<file path="src/sv/lrk_pkg.sv">
package lrk_pkg;

  localparam int unsigned DATA_W    = 32;
  localparam int unsigned DT_W      = 31;
  localparam int unsigned ROWS_W    = 7;
  localparam int unsigned MAX_ROWS  = 64;
  localparam int unsigned FRAC_BITS = 24;
  localparam int unsigned MB_W      = DATA_W + 1;
  localparam int unsigned PROD_W    = DATA_W + MB_W;
  localparam int unsigned SH_W      = PROD_W - FRAC_BITS;
  localparam int unsigned WIDE_W    = 43;
  localparam int unsigned ACC_W     = 42;
  localparam int unsigned DIVM_W    = 40;
  localparam int unsigned DIVM_HALF = 20;
  localparam int unsigned RECIP_W   = 42;
  localparam int unsigned RECIP_HALF = 21;
  localparam int unsigned RECIP_SH  = 43;
  localparam int unsigned DPROD_W   = DIVM_W + RECIP_W;
  localparam int unsigned DIV_CYC   = 4;
  localparam int unsigned CFG_IDX_W = 3;

  // ceil(2^43 / 3)
  localparam logic [RECIP_W-1:0] RECIP_3 = 42'd2932031007403;

  localparam logic signed [DATA_W-1:0] SIGMA_RST = 32'sd167772160;
  localparam logic signed [DATA_W-1:0] BETA_RST  = 32'sd44739243;
  localparam logic signed [DATA_W-1:0] RHO_RST   = 32'sd469762048;
  localparam logic [DT_W-1:0]          DT_RST    = 31'd167772;

  localparam logic [CFG_IDX_W-1:0] REG_SIGMA = 3'd0;
  localparam logic [CFG_IDX_W-1:0] REG_BETA  = 3'd1;
  localparam logic [CFG_IDX_W-1:0] REG_RHO   = 3'd2;
  localparam logic [CFG_IDX_W-1:0] REG_DT    = 3'd3;

  typedef enum logic [2:0] {
    OP_DX  = 3'd0,
    OP_DY  = 3'd1,
    OP_DXY = 3'd2,
    OP_DBZ = 3'd3,
    OP_TX  = 3'd4,
    OP_TY  = 3'd5,
    OP_TZ  = 3'd6,
    OP_NOP = 3'd7
  } op_e;

  typedef struct packed {
    logic       load_start;
    logic       step_init;
    op_e        op;
    logic [1:0] stage;
    logic       div_start;
    logic       x_update;
  } cmd_t;

  typedef struct packed {
    logic div_done;
  } status_t;

  function automatic logic signed [DATA_W-1:0] sat32(input logic signed [WIDE_W-1:0] v);
    logic signed [WIDE_W-1:0] hi;
    logic signed [WIDE_W-1:0] lo;
    hi = WIDE_W'(32'sh7fffffff);
    lo = -WIDE_W'(33'sh080000000);
    if (v > hi) begin
      return 32'sh7fffffff;
    end else if (v < lo) begin
      return 32'sh80000000;
    end
    return v[DATA_W-1:0];
  endfunction

endpackage

</file>
<file path="src/sv/lrk_ctrl.sv">
module lrk_ctrl (
  input  logic                           clk_i,
  input  logic                           rst_ni,
  input  logic                           in_valid_i,
  output logic                           in_ready_o,
  input  logic [lrk_pkg::ROWS_W-1:0]     row_count_i,
  output logic                           out_valid_o,
  input  logic                           out_ready_i,
  output logic                           last_row_o,
  output lrk_pkg::cmd_t                  cmd_o,
  input  lrk_pkg::status_t               status_i
);

  typedef enum logic [4:0] {
    S_IDLE  = 5'b00001,
    S_EMIT  = 5'b00010,
    S_STEP  = 5'b00100,
    S_DIVGO = 5'b01000,
    S_DIVW  = 5'b10000
  } state_e;

  state_e                        state_q, state_d;
  logic [lrk_pkg::ROWS_W-1:0]    rows_q, rows_d;
  logic [4:0]                    cnt_q, cnt_d;
  logic [lrk_pkg::ROWS_W-1:0]    n_sat;

  always_comb begin
    if (row_count_i == '0) begin
      n_sat = lrk_pkg::ROWS_W'(1);
    end else if (row_count_i > lrk_pkg::ROWS_W'(lrk_pkg::MAX_ROWS)) begin
      n_sat = lrk_pkg::ROWS_W'(lrk_pkg::MAX_ROWS);
    end else begin
      n_sat = row_count_i;
    end
  end

  assign in_ready_o  = (state_q == S_IDLE);
  assign out_valid_o = (state_q == S_EMIT);
  assign last_row_o  = (rows_q == lrk_pkg::ROWS_W'(1));

  always_comb begin
    state_d = state_q;
    rows_d  = rows_q;
    cnt_d   = cnt_q;
    cmd_o   = '{load_start: 1'b0, step_init: 1'b0, op: lrk_pkg::OP_NOP,
                stage: cnt_q[4:3], div_start: 1'b0, x_update: 1'b0};
    unique case (state_q)
      S_IDLE: begin
        if (in_valid_i) begin
          cmd_o.load_start = 1'b1;
          rows_d  = n_sat;
          state_d = S_EMIT;
        end
      end
      S_EMIT: begin
        if (out_ready_i) begin
          rows_d = rows_q - lrk_pkg::ROWS_W'(1);
          if (last_row_o) begin
            state_d = S_IDLE;
          end else begin
            cmd_o.step_init = 1'b1;
            cnt_d   = '0;
            state_d = S_STEP;
          end
        end
      end
      S_STEP: begin
        cmd_o.op = lrk_pkg::op_e'(cnt_q[2:0]);
        cnt_d    = cnt_q + 5'd1;
        if (cnt_q == 5'd31) begin
          state_d = S_DIVGO;
        end
      end
      S_DIVGO: begin
        cmd_o.div_start = 1'b1;
        state_d = S_DIVW;
      end
      S_DIVW: begin
        if (status_i.div_done) begin
          cmd_o.x_update = 1'b1;
          state_d = S_EMIT;
        end
      end
      default: state_d = S_IDLE;
    endcase
  end

  always_ff @(posedge clk_i or negedge rst_ni) begin
    if (!rst_ni) begin
      state_q <= S_IDLE;
      rows_q  <= '0;
      cnt_q   <= '0;
    end else begin
      state_q <= state_d;
      rows_q  <= rows_d;
      cnt_q   <= cnt_d;
    end
  end

`ifndef SYNTHESIS
  a_accept_emits: assert property (@(posedge clk_i) disable iff (!rst_ni)
    in_valid_i && in_ready_o |=> out_valid_o)
    else $error("request accepted but start point not presented");
  a_last_frees: assert property (@(posedge clk_i) disable iff (!rst_ni)
    out_valid_o && out_ready_i && last_row_o |=> in_ready_o)
    else $error("not idle after last row");
  a_div_latency: assert property (@(posedge clk_i) disable iff (!rst_ni)
    cmd_o.div_start |=> !status_i.div_done)
    else $error("divider done too early");
  a_rows_live: assert property (@(posedge clk_i) disable iff (!rst_ni)
    out_valid_o |-> rows_q != '0)
    else $error("row presented with no rows left");
`endif

endmodule

</file>
<file path="config.mk">
export PLATFORM = sky130hd
export DESIGN_NAME = lrk_ctrl
export DESIGN_NICKNAME = d
export VERILOG_FILES = /design/src/sv/lrk_pkg.sv /design/src/sv/lrk_ctrl.sv
export SDC_FILE = /design/constraint.sdc
export NUM_CORES = 1
export LEC_CHECK = 0
export BUFFER_PORTS_ARGS = -buffer_cell sky130_fd_sc_hd__buf_4
export CORE_ASPECT_RATIO = 2
export CORE_MARGIN = 2
export CORE_UTILIZATION = 42
export DETAILED_ROUTE_END_ITERATION = 10
export PLACE_DENSITY = 0.66
export SLEW_MARGIN = 0
export SYNTH_ARGS = -nofsm -noshare
export SYNTH_HDL_FRONTEND = slang
export SYNTH_SLANG_ARGS = --single-unit
</file>
<file path="constraint.sdc">
create_clock -name clk_i -period 1.8 [get_ports clk_i]
set_clock_uncertainty 0.1 [all_clocks]
set_input_delay 0.27 -clock clk_i [delete_from_list [all_inputs] [get_ports clk_i]]
set_output_delay 0.27 -clock clk_i [all_outputs]
set_load 0.03 [all_outputs]
</file>
Yosys cells after proc, flatten, opt, wreduce, memory -nomap -nowiden

Index checks and enable logic that the tools add are counted.

Equality and inequality tests: 12
Reduce and logical (&&, ||, !) cells: 6
Order comparisons: 1
Add/subtract/negate cells: 2
Mux-type cells: 23

Operator list:

| operator                                             | number |
|---|---|
| two-way mux 5 bit                                    | 6 |
| two-way mux 7 bit                                    | 4 |
| one-hot mux 5 bit (5 select lines)                   | 1 |
| one-hot mux 7 bit (2 select lines)                   | 1 |
| equality test 5 bit, second input constant           | 2 |
| one-hot mux 5 bit (2 select lines)                   | 1 |
| two-way mux 1 bit                                    | 8 |
| != test 2 bit, second input constant                 | 4 |
| equality test 7 x 1 -> 1 bit, second input constant  | 1 |
| greater-than comparator 7 bit, second input constant | 1 |
| zero test 7 bit                                      | 1 |
| subtractor 7 x 1 -> 7 bit, second input constant     | 1 |
| two-way mux 3 bit                                    | 2 |
| AND reduction 3 bit                                  | 2 |
| adder 5 x 1 -> 5 bit, second input constant          | 1 |
| equality test 5 x 1 -> 1 bit, second input constant  | 1 |
| equality test 5 x 2 -> 1 bit, second input constant  | 1 |
| equality test 5 x 3 -> 1 bit, second input constant  | 1 |
| equality test 5 x 4 -> 1 bit, second input constant  | 1 |
| AND reduction 4 bit                                  | 1 |
| nonzero test 2 bit                                   | 2 |
| != test 2 x 1 -> 1 bit, second input constant        | 1 |

Output and inout port bits: 12
Flip-flop bits (word level): 17

Depth between registers and ports, before layout

Gate-level depths: netlist of the first run.

Depth after elaboration: 5
Depth in mapped cells: 6
Mapped depth without buffers: 6

Least setup slack after synthesis of the first run

Ideal clock, no wire load.

Path kind: flip-flop to flip-flop
Start point: reg rows_q[0] (netlist name)
End point: reg cnt_q[0]
Required time: 1543 ps
Arrival time: 1777 ps
Setup time: 157 ps
Cell stages (with the launch flop): 6
Buffers on the path: 0
Path slack: -234 ps
Cells stage by stage: dfrtp_1 > ha_1 > nor2b_1 > and3_1 > nor3b_2 > o21ai_0

Cells in the longest elaborated chain, start to end: 3

Ends and longest elaborated chain:

| element                       | RTL line       | RTL |
|---|---|---|
| start: declaration            | lrk_ctrl.sv:23 | `logic [lrk_pkg::ROWS_W-1:0] rows_q, rows_d;` |
| start signal: assignment      | lrk_ctrl.sv:95 | `rows_q <= rows_d;` |
| equality test 7 x 1 -> 1 bit  | lrk_ctrl.sv:39 | `assign last_row_o = (rows_q == lrk_pkg::ROWS_W'(1));` |
| via last_row_o                | lrk_ctrl.sv:9  | `output logic last_row_o,` |
| != test 2 bit (no line)       | n/a            |  |
| AND reduction 3 bit (no line) | n/a            |  |
| end signal: assignment        | lrk_ctrl.sv:96 | `cnt_q <= cnt_d;` |
| end: declaration              | lrk_ctrl.sv:24 | `logic [4:0] cnt_q, cnt_d;` |

The timed path passes the listed nets, and every way through them passes these cells.
A chain may end at the register's enable or synchronous reset.

Worst setup path after layout of the first run

Start point: reg state_q[2]
End point: out out_valid_o

Cells in the longest elaborated chain, start to end: 1

Ends and longest elaborated chain:

| element                      | RTL line       | RTL |
|---|---|---|
| start: declaration           | lrk_ctrl.sv:22 | `state_e state_q, state_d;` |
| start signal: assignment     | lrk_ctrl.sv:94 | `state_q <= state_d;` |
| equality test 5 x 2 -> 1 bit | lrk_ctrl.sv:38 | `assign out_valid_o = (state_q == S_EMIT);` |
| end: declaration             | lrk_ctrl.sv:7  | `output logic out_valid_o,` |

No other way between the ends.

==> results of run 1 <==
==> final cells by class <==
cell class,instances,area [µm²]
Clock buffer,3,41.3
Clock inverter,1,5.00
Fill cell,204,845
Inverter,11,41.3
Multi-Input combinational cell,94,726
Sequential cell,17,432
Tap cell,28,35.0
Timing Repair Buffer,53,445
==> flip-flops by register name (all words and copies together) (netlist names) <==
name	cells
rows_q	7
cnt_q	5
state_q	5
==> metal layers <==
layer | global-route usage, % | up-vias | part of all wire, %
li1 | - | 570 | -
met2 | 45.4 | 37 | 59
met4 | 7.67 | 0 | 1.9
met5 | 0 | - | 0
met1 | 21.6 | 572 | 35
met3 | 2.00 | 6 | 4.3
==> metrics by stage <==
stage / setup WS, ps / TNS, ps / instance area, µm² / hold WS [ps] / util [%]
6_report: -88.9 / -494 / 1730 / 99.7 / 67.1
5_1_grt: -183 / -1390 / 1730 / 109 / 67.1
4_1_cts: -97.7 / -288 / 1640 / 91.9 / 64.0
3_5_place_dp: 4.68 / 0 / 1430 / 58.8 / 55.6
3_3_place_gp: 31.7 / 0 / 1430 / 52.1 / 55.6
2_1_floorplan: 38.2 / 0 / 1150 / -126 / -
==> critical path, stage by stage, from the launching register on <==
cell and delay, ps:
dfrtp_2 450, nor3_4 240, nand2_2 150, inv_2 220, buf_4 210
==> power breakdown <==
part	switching [µW]	leakage, µW	internal (µW)
clock	132	0.0000255	153
sequential	175	0.000214	534
combinational	837	0.000609	843
==> timing repair <==
action,4_1_cts,5_1_grt
cloned,0,0
gates resized for setup,26,12
hold buffers,1,0
setup buffers,9,5
pin swaps,7,11
hold endpoints to repair,16,0
endpoints found under the setup margin,11,17
==> worst min path at each step <==
stage                          start  slack (ps)         end  cells past startpoint
after floorplan               rst_ni        -130    cnt_q[0]                      0
after global placement        rst_ni          50   rows_q[0]                      1
after global routing      in_valid_i         110  state_q[0]                      2
final                     in_valid_i         100  state_q[0]                      2
after CTS                 in_valid_i          90  state_q[0]                      2
after detailed placement      rst_ni          60  state_q[1]                      1
==> Yosys cell counts, drive strengths merged (2+ instances only) <==
cell type  instances  area share (%)
a31oi              2             1.1
nand2b             3             1.7
nand3              7             3.1
buf                5             3.7
or2                3             1.7
a21oi             10             4.4
and2               3             1.7
and3               5             2.8
xor2               2             1.5
inv               11             3.6
dfrtp             16              35
a32oi              2             1.5
nand3b             2             2.4
nor2b              4             2.2
nand2              7             2.5
o22ai              3             1.7
ha                 4             4.4
o21ai              6             2.6
nor3b              3             2.4
a211o              2             1.5
nor3               5             3.2
nor2               8             2.6
==> cells by family (layout without fill, tap and decap cells) <==
kind of cell,count (synthesis),count (layout),synth area share (%)
buf+inv,16,68,7.38
compound gates,34,34,19.9
mux,1,1,0.991
fa+ha+maj,4,4,4.41
simple gates,53,53,28.2
xor+xnor,2,2,1.54
flops,17,17,37.6
==> results.toml, run 1 <==
[pwr]
power_uw = 2670
vdd_drop_max_uv = 1060
powerDensity_nw_per_um2 = 1550
leakagePower_uw = 0.000848

[clock_tree]
cts_buffers = 3
clock-sinks = 17
clkLatencyLatePin_ps = 250
clk_path_buf_depth = 2
clk_transition_reported_paths_ps = 70
cts_root_buffer = "clkbuf_8"
cts_tree = "yes"
h-tree-depth = 1

[final_layout]
layout_commonest_cell = "buf_4"
antenna_cells = 0
area_delta_synth_final_pct = 51.9
drive_above_1_share_pct = 48.6
fin_nets = 196
final_cells = 207
mostFrequentLayoutCells = "40 x buf_4, 12 x dfrtp_1, 12 x buf_6, 9 x inv_1, 7 x nand3_1"

[yosys]
ys_async_sr_fraction_pct = 100
synth_edf_count = 0
synthCells = 127
syn_nets = 143
synth-seq-cells = 17
ys.flop_type = "dfrtp_1"
synth_cell_types = 44
syn_area_um2 = 1140
synth.avg_cell_area_um2 = 8.95
synth_warnings = 0
seq_area_frac_synth_pct = 37.6

[placed_design]
gp_congestion = 0.874
dp_hpwl_um = 2390
dp.cells = 188
io_buffers = 23

[run]
drv_cap = 0

[grt]
grt_pass1_vias = 1235
grt_max_degree = 18
grt.total_usage_pct = 23.2
grt.overflow.total = 0
grt_antenna_before_repair = 0
grt_first_pass_wirelength_um = 5190

[drt]
wire_per_inst_um = 16.4
routed-via-count = 1185
routed_wl_um = 3400
viasPerCell = 5.72
first_iter_violations = 48
drcViolationCount = 0
final_antenna_net_count = 0
firstDrtPassIters = 4

[worst_setup_path]
cp-start-kind = "register"
critPathRequiredTime_ps = 1430
critPathKind = "register to output port"
crit_path_end = "out_valid_o"
endpoint_kind = "output port"
reg2reg_to = "rows_q[6]"
crit_fanout = 10
rrSetupSlack_ps = -50
crit-reg2reg-launch = "state_q[0]"
reg2reg_depth = 4
cp.arrival_ps = 1520
cp-startpoint = "state_q[2]"

[sta]
setup_ws_ps = -88.9
maxSlewHeadroom_pct = 65.6
rsz0062_at_grt = "true"
fin_crit_sh_pct = 105
setup_viol = 12
max_slew.worst_pin.slew_ps = 509
clock.fmax_mhz = 529
min_period_ps = 1890
maxSlewViolCount = 0
hold_viol_final = 0

[floorplan]
fp.dieW_um = 40.8
std_cell_rows = 26
ios = 24
initial_core_util_pct = 44.2
die_h_um = 77.6
dieArea_um2 = 3160
coreArea_um2 = 2570

[worst_hold_path]
hp-class = "input port to register"

[outcome]
failed_checks = "setup timing"
status = "complete, but fails checks"
(Power assumes the default switching activity.)
==> inputs of run 2 (changes only) <==
--- a/config.mk
+++ b/config.mk
@@ -5,12 +5,14 @@
 export SDC_FILE = /design/constraint.sdc
 export NUM_CORES = 1
 export LEC_CHECK = 0
+export ABC_AREA = 0
 export BUFFER_PORTS_ARGS = -buffer_cell sky130_fd_sc_hd__buf_4
 export CORE_ASPECT_RATIO = 2
 export CORE_MARGIN = 2
 export CORE_UTILIZATION = 42
 export DETAILED_ROUTE_END_ITERATION = 10
 export PLACE_DENSITY = 0.66
+export SETUP_SLACK_MARGIN = 0.3
 export SLEW_MARGIN = 0
 export SYNTH_ARGS = -nofsm -noshare
 export SYNTH_HDL_FRONTEND = slang
==> results.toml, run 2 (synthesized netlist as in run 1, its figures left out) <==
[sta]
min_period_ps = 1940
max_slew.worst_pin.slew_ps = 464
fin_crit_sh_pct = 108
setup_viol = 15
clock.fmax_mhz = 515
setup_ws_ps = -141
hold_viol_final = 0
rsz0062_at_grt = "true"
maxSlewViolCount = 0
maxSlewHeadroom_pct = 68.8

[drt]
first_iter_violations = 31
wire_per_inst_um = 20.3
routed_wl_um = 4480
viasPerCell = 6.07
drcViolationCount = 0
firstDrtPassIters = 4
final_antenna_net_count = 0
routed-via-count = 1342

[worst_setup_path]
crit_path_max_incr_delay_ps = 470
endpoint_kind = "output port"
rrSetupSlack_ps = -90
crit_fanout = 6
cp_top_family = "simple AND/OR/NAND/NOR gates"
critPathRequiredTime_ps = 1430
path_cells = "nor3_4 > nand2_2 > nor3b_4 > buf_6"
cp.arrival_ps = 1570
critPathKind = "register to output port"
cp_num_buf_inv = 1
critPathSlowestCell = "dfrtp_2"
cp-start-kind = "register"

[placed_design]
io_buffers = 23
dp_hpwl_um = 2400
gp_congestion = 0.843
dp_slack_ps = 6.58

[grt]
grt_first_pass_wirelength_um = 5870
use_met3_pct = 3.14
gr-usage-met2_pct = 49.4
grt_max_degree = 18
top_usage_layer = "met2"
grt_util_met1_pct = 25.6
grt_pass1_vias = 1353
grt_antenna_before_repair = 0
grt.overflow.total = 0
grt.total_usage_pct = 27.0

[worst_hold_path]
hp-class = "input port to register"

[floorplan]
die_h_um = 77.6
ios = 24
fp.dieW_um = 40.8
dieArea_um2 = 3160
coreArea_um2 = 2570
std_cell_rows = 26
initial_core_util_pct = 44.2

[pwr]
leakagePower_uw = 0.000922
power_uw = 3190
vdd_drop_max_uv = 1270
powerDensity_nw_per_um2 = 1640

[final_layout]
drive_above_1_share_pct = 58.5
multi_input_area_um2 = 792
n_fill_cell = 165
seq_area_um2 = 432
mostFrequentLayoutCells = "42 x buf_4, 24 x buf_6, 12 x dfrtp_1, 8 x inv_1"
area_delta_synth_final_pct = 71.0
reg.largest.list = "rows_q x7, cnt_q x5, state_q x5"
fin_nets = 210
largest_register_ffs = 7
layout_commonest_cell = "buf_4"
antenna_cells = 0
regMostFlops = "rows_q"

[clock_tree]
h-tree-depth = 1
clock-sinks = 17
cts_buffers = 3
clkLatencyLatePin_ps = 260
clk_transition_reported_paths_ps = 70
cts_root_buffer = "clkbuf_8"
cts_tree = "yes"
clk_path_buf_depth = 2

[run]
drv_cap = 0

[outcome]
failed_checks = "setup timing"
status = "complete, but fails checks"
[run 2: changes by cell type in the layout (fill, tap and decap cells not counted), sizes merged]
cell    before  now
clkinv       1    0
clkbuf       3    4
buf         52   66
[run 2: what timing repair did]
action                                 4_1_cts  5_1_grt
setup endpoints to repair                   26       26
gates resized for setup                     40       22
setup buffers                               19       14
endpoints found under the hold margin       16        0
pin swaps                                   13       10
hold buffers                                 1        0
[run 2: final cells by class]
| cell class | instances | area share, % |
|---|---|---|
| repair buffers | 67 | 30.7 |
| multi-input cells | 94 | 40.8 |
| well taps | 28 | 1.80 |
| flip-flops and latches | 17 | 22.2 |
| inverters | 11 | 2.25 |
| clock buffers | 4 | 2.32 |
[run 2: path summary, 6_finish.rpt]
check	start	to	depth (start not counted)
setup / recovery	state_q[3]	cmd_o[7]	4
hold / removal	in_valid_i	state_q[0]	2
setup reg to reg	state_q[0]	rows_q[4]	4
hold reg to reg	rows_q[5]	rows_q[5]	2
max in group asynchronous	rst_ni	state_q[0]	2
min in group asynchronous	rst_ni	rows_q[1]	2
[run 2: report_power, final]
group	switching, µW	internal [µW]	leakage, µW
Combinational	1070	1110	0.000686
Clock	137	157	0.0000228
Sequential	178	533	0.000214
[run 2: per-stage QoR]
| stage | cells | utilization (%) | TNS, ps | area (µm²) | hold slack, ps |
|---|---|---|---|---|---|
| 2_1_floorplan | 127 | - | 0 | 1170 | -126 |
| 3_3_place_gp | 183 | 55.0 | 0 | 1410 | 51.3 |
| 3_5_place_dp | 183 | 55.0 | 0 | 1410 | 51.7 |
| 4_1_cts | 207 | 68.4 | -588 | 1760 | 104 |
| 5_1_grt | 221 | 75.6 | -1760 | 1940 | 118 |
| 6_report | 221 | 75.6 | -1110 | 1940 | 115 |
[run 2: worst register-to-register path: cells and delay by family (launching register included)]
kind	cells	cell delay (ps)
AO/OA/AOI/OAI	2	910
AND/OR/NAND/NOR	1	70
buffers and inverters	1	120
flip-flops	1	570
[run 2: metal layers]
layer / part of all wire [%] / routed length [µm] / up-vias
li1: - / - / 597
met1: 34 / 1510 / 677
met2: 57 / 2570 / 46
met3: 3.0 / 134 / 22
met4: 5.8 / 262 / 0
met5: 0 / 0 / -
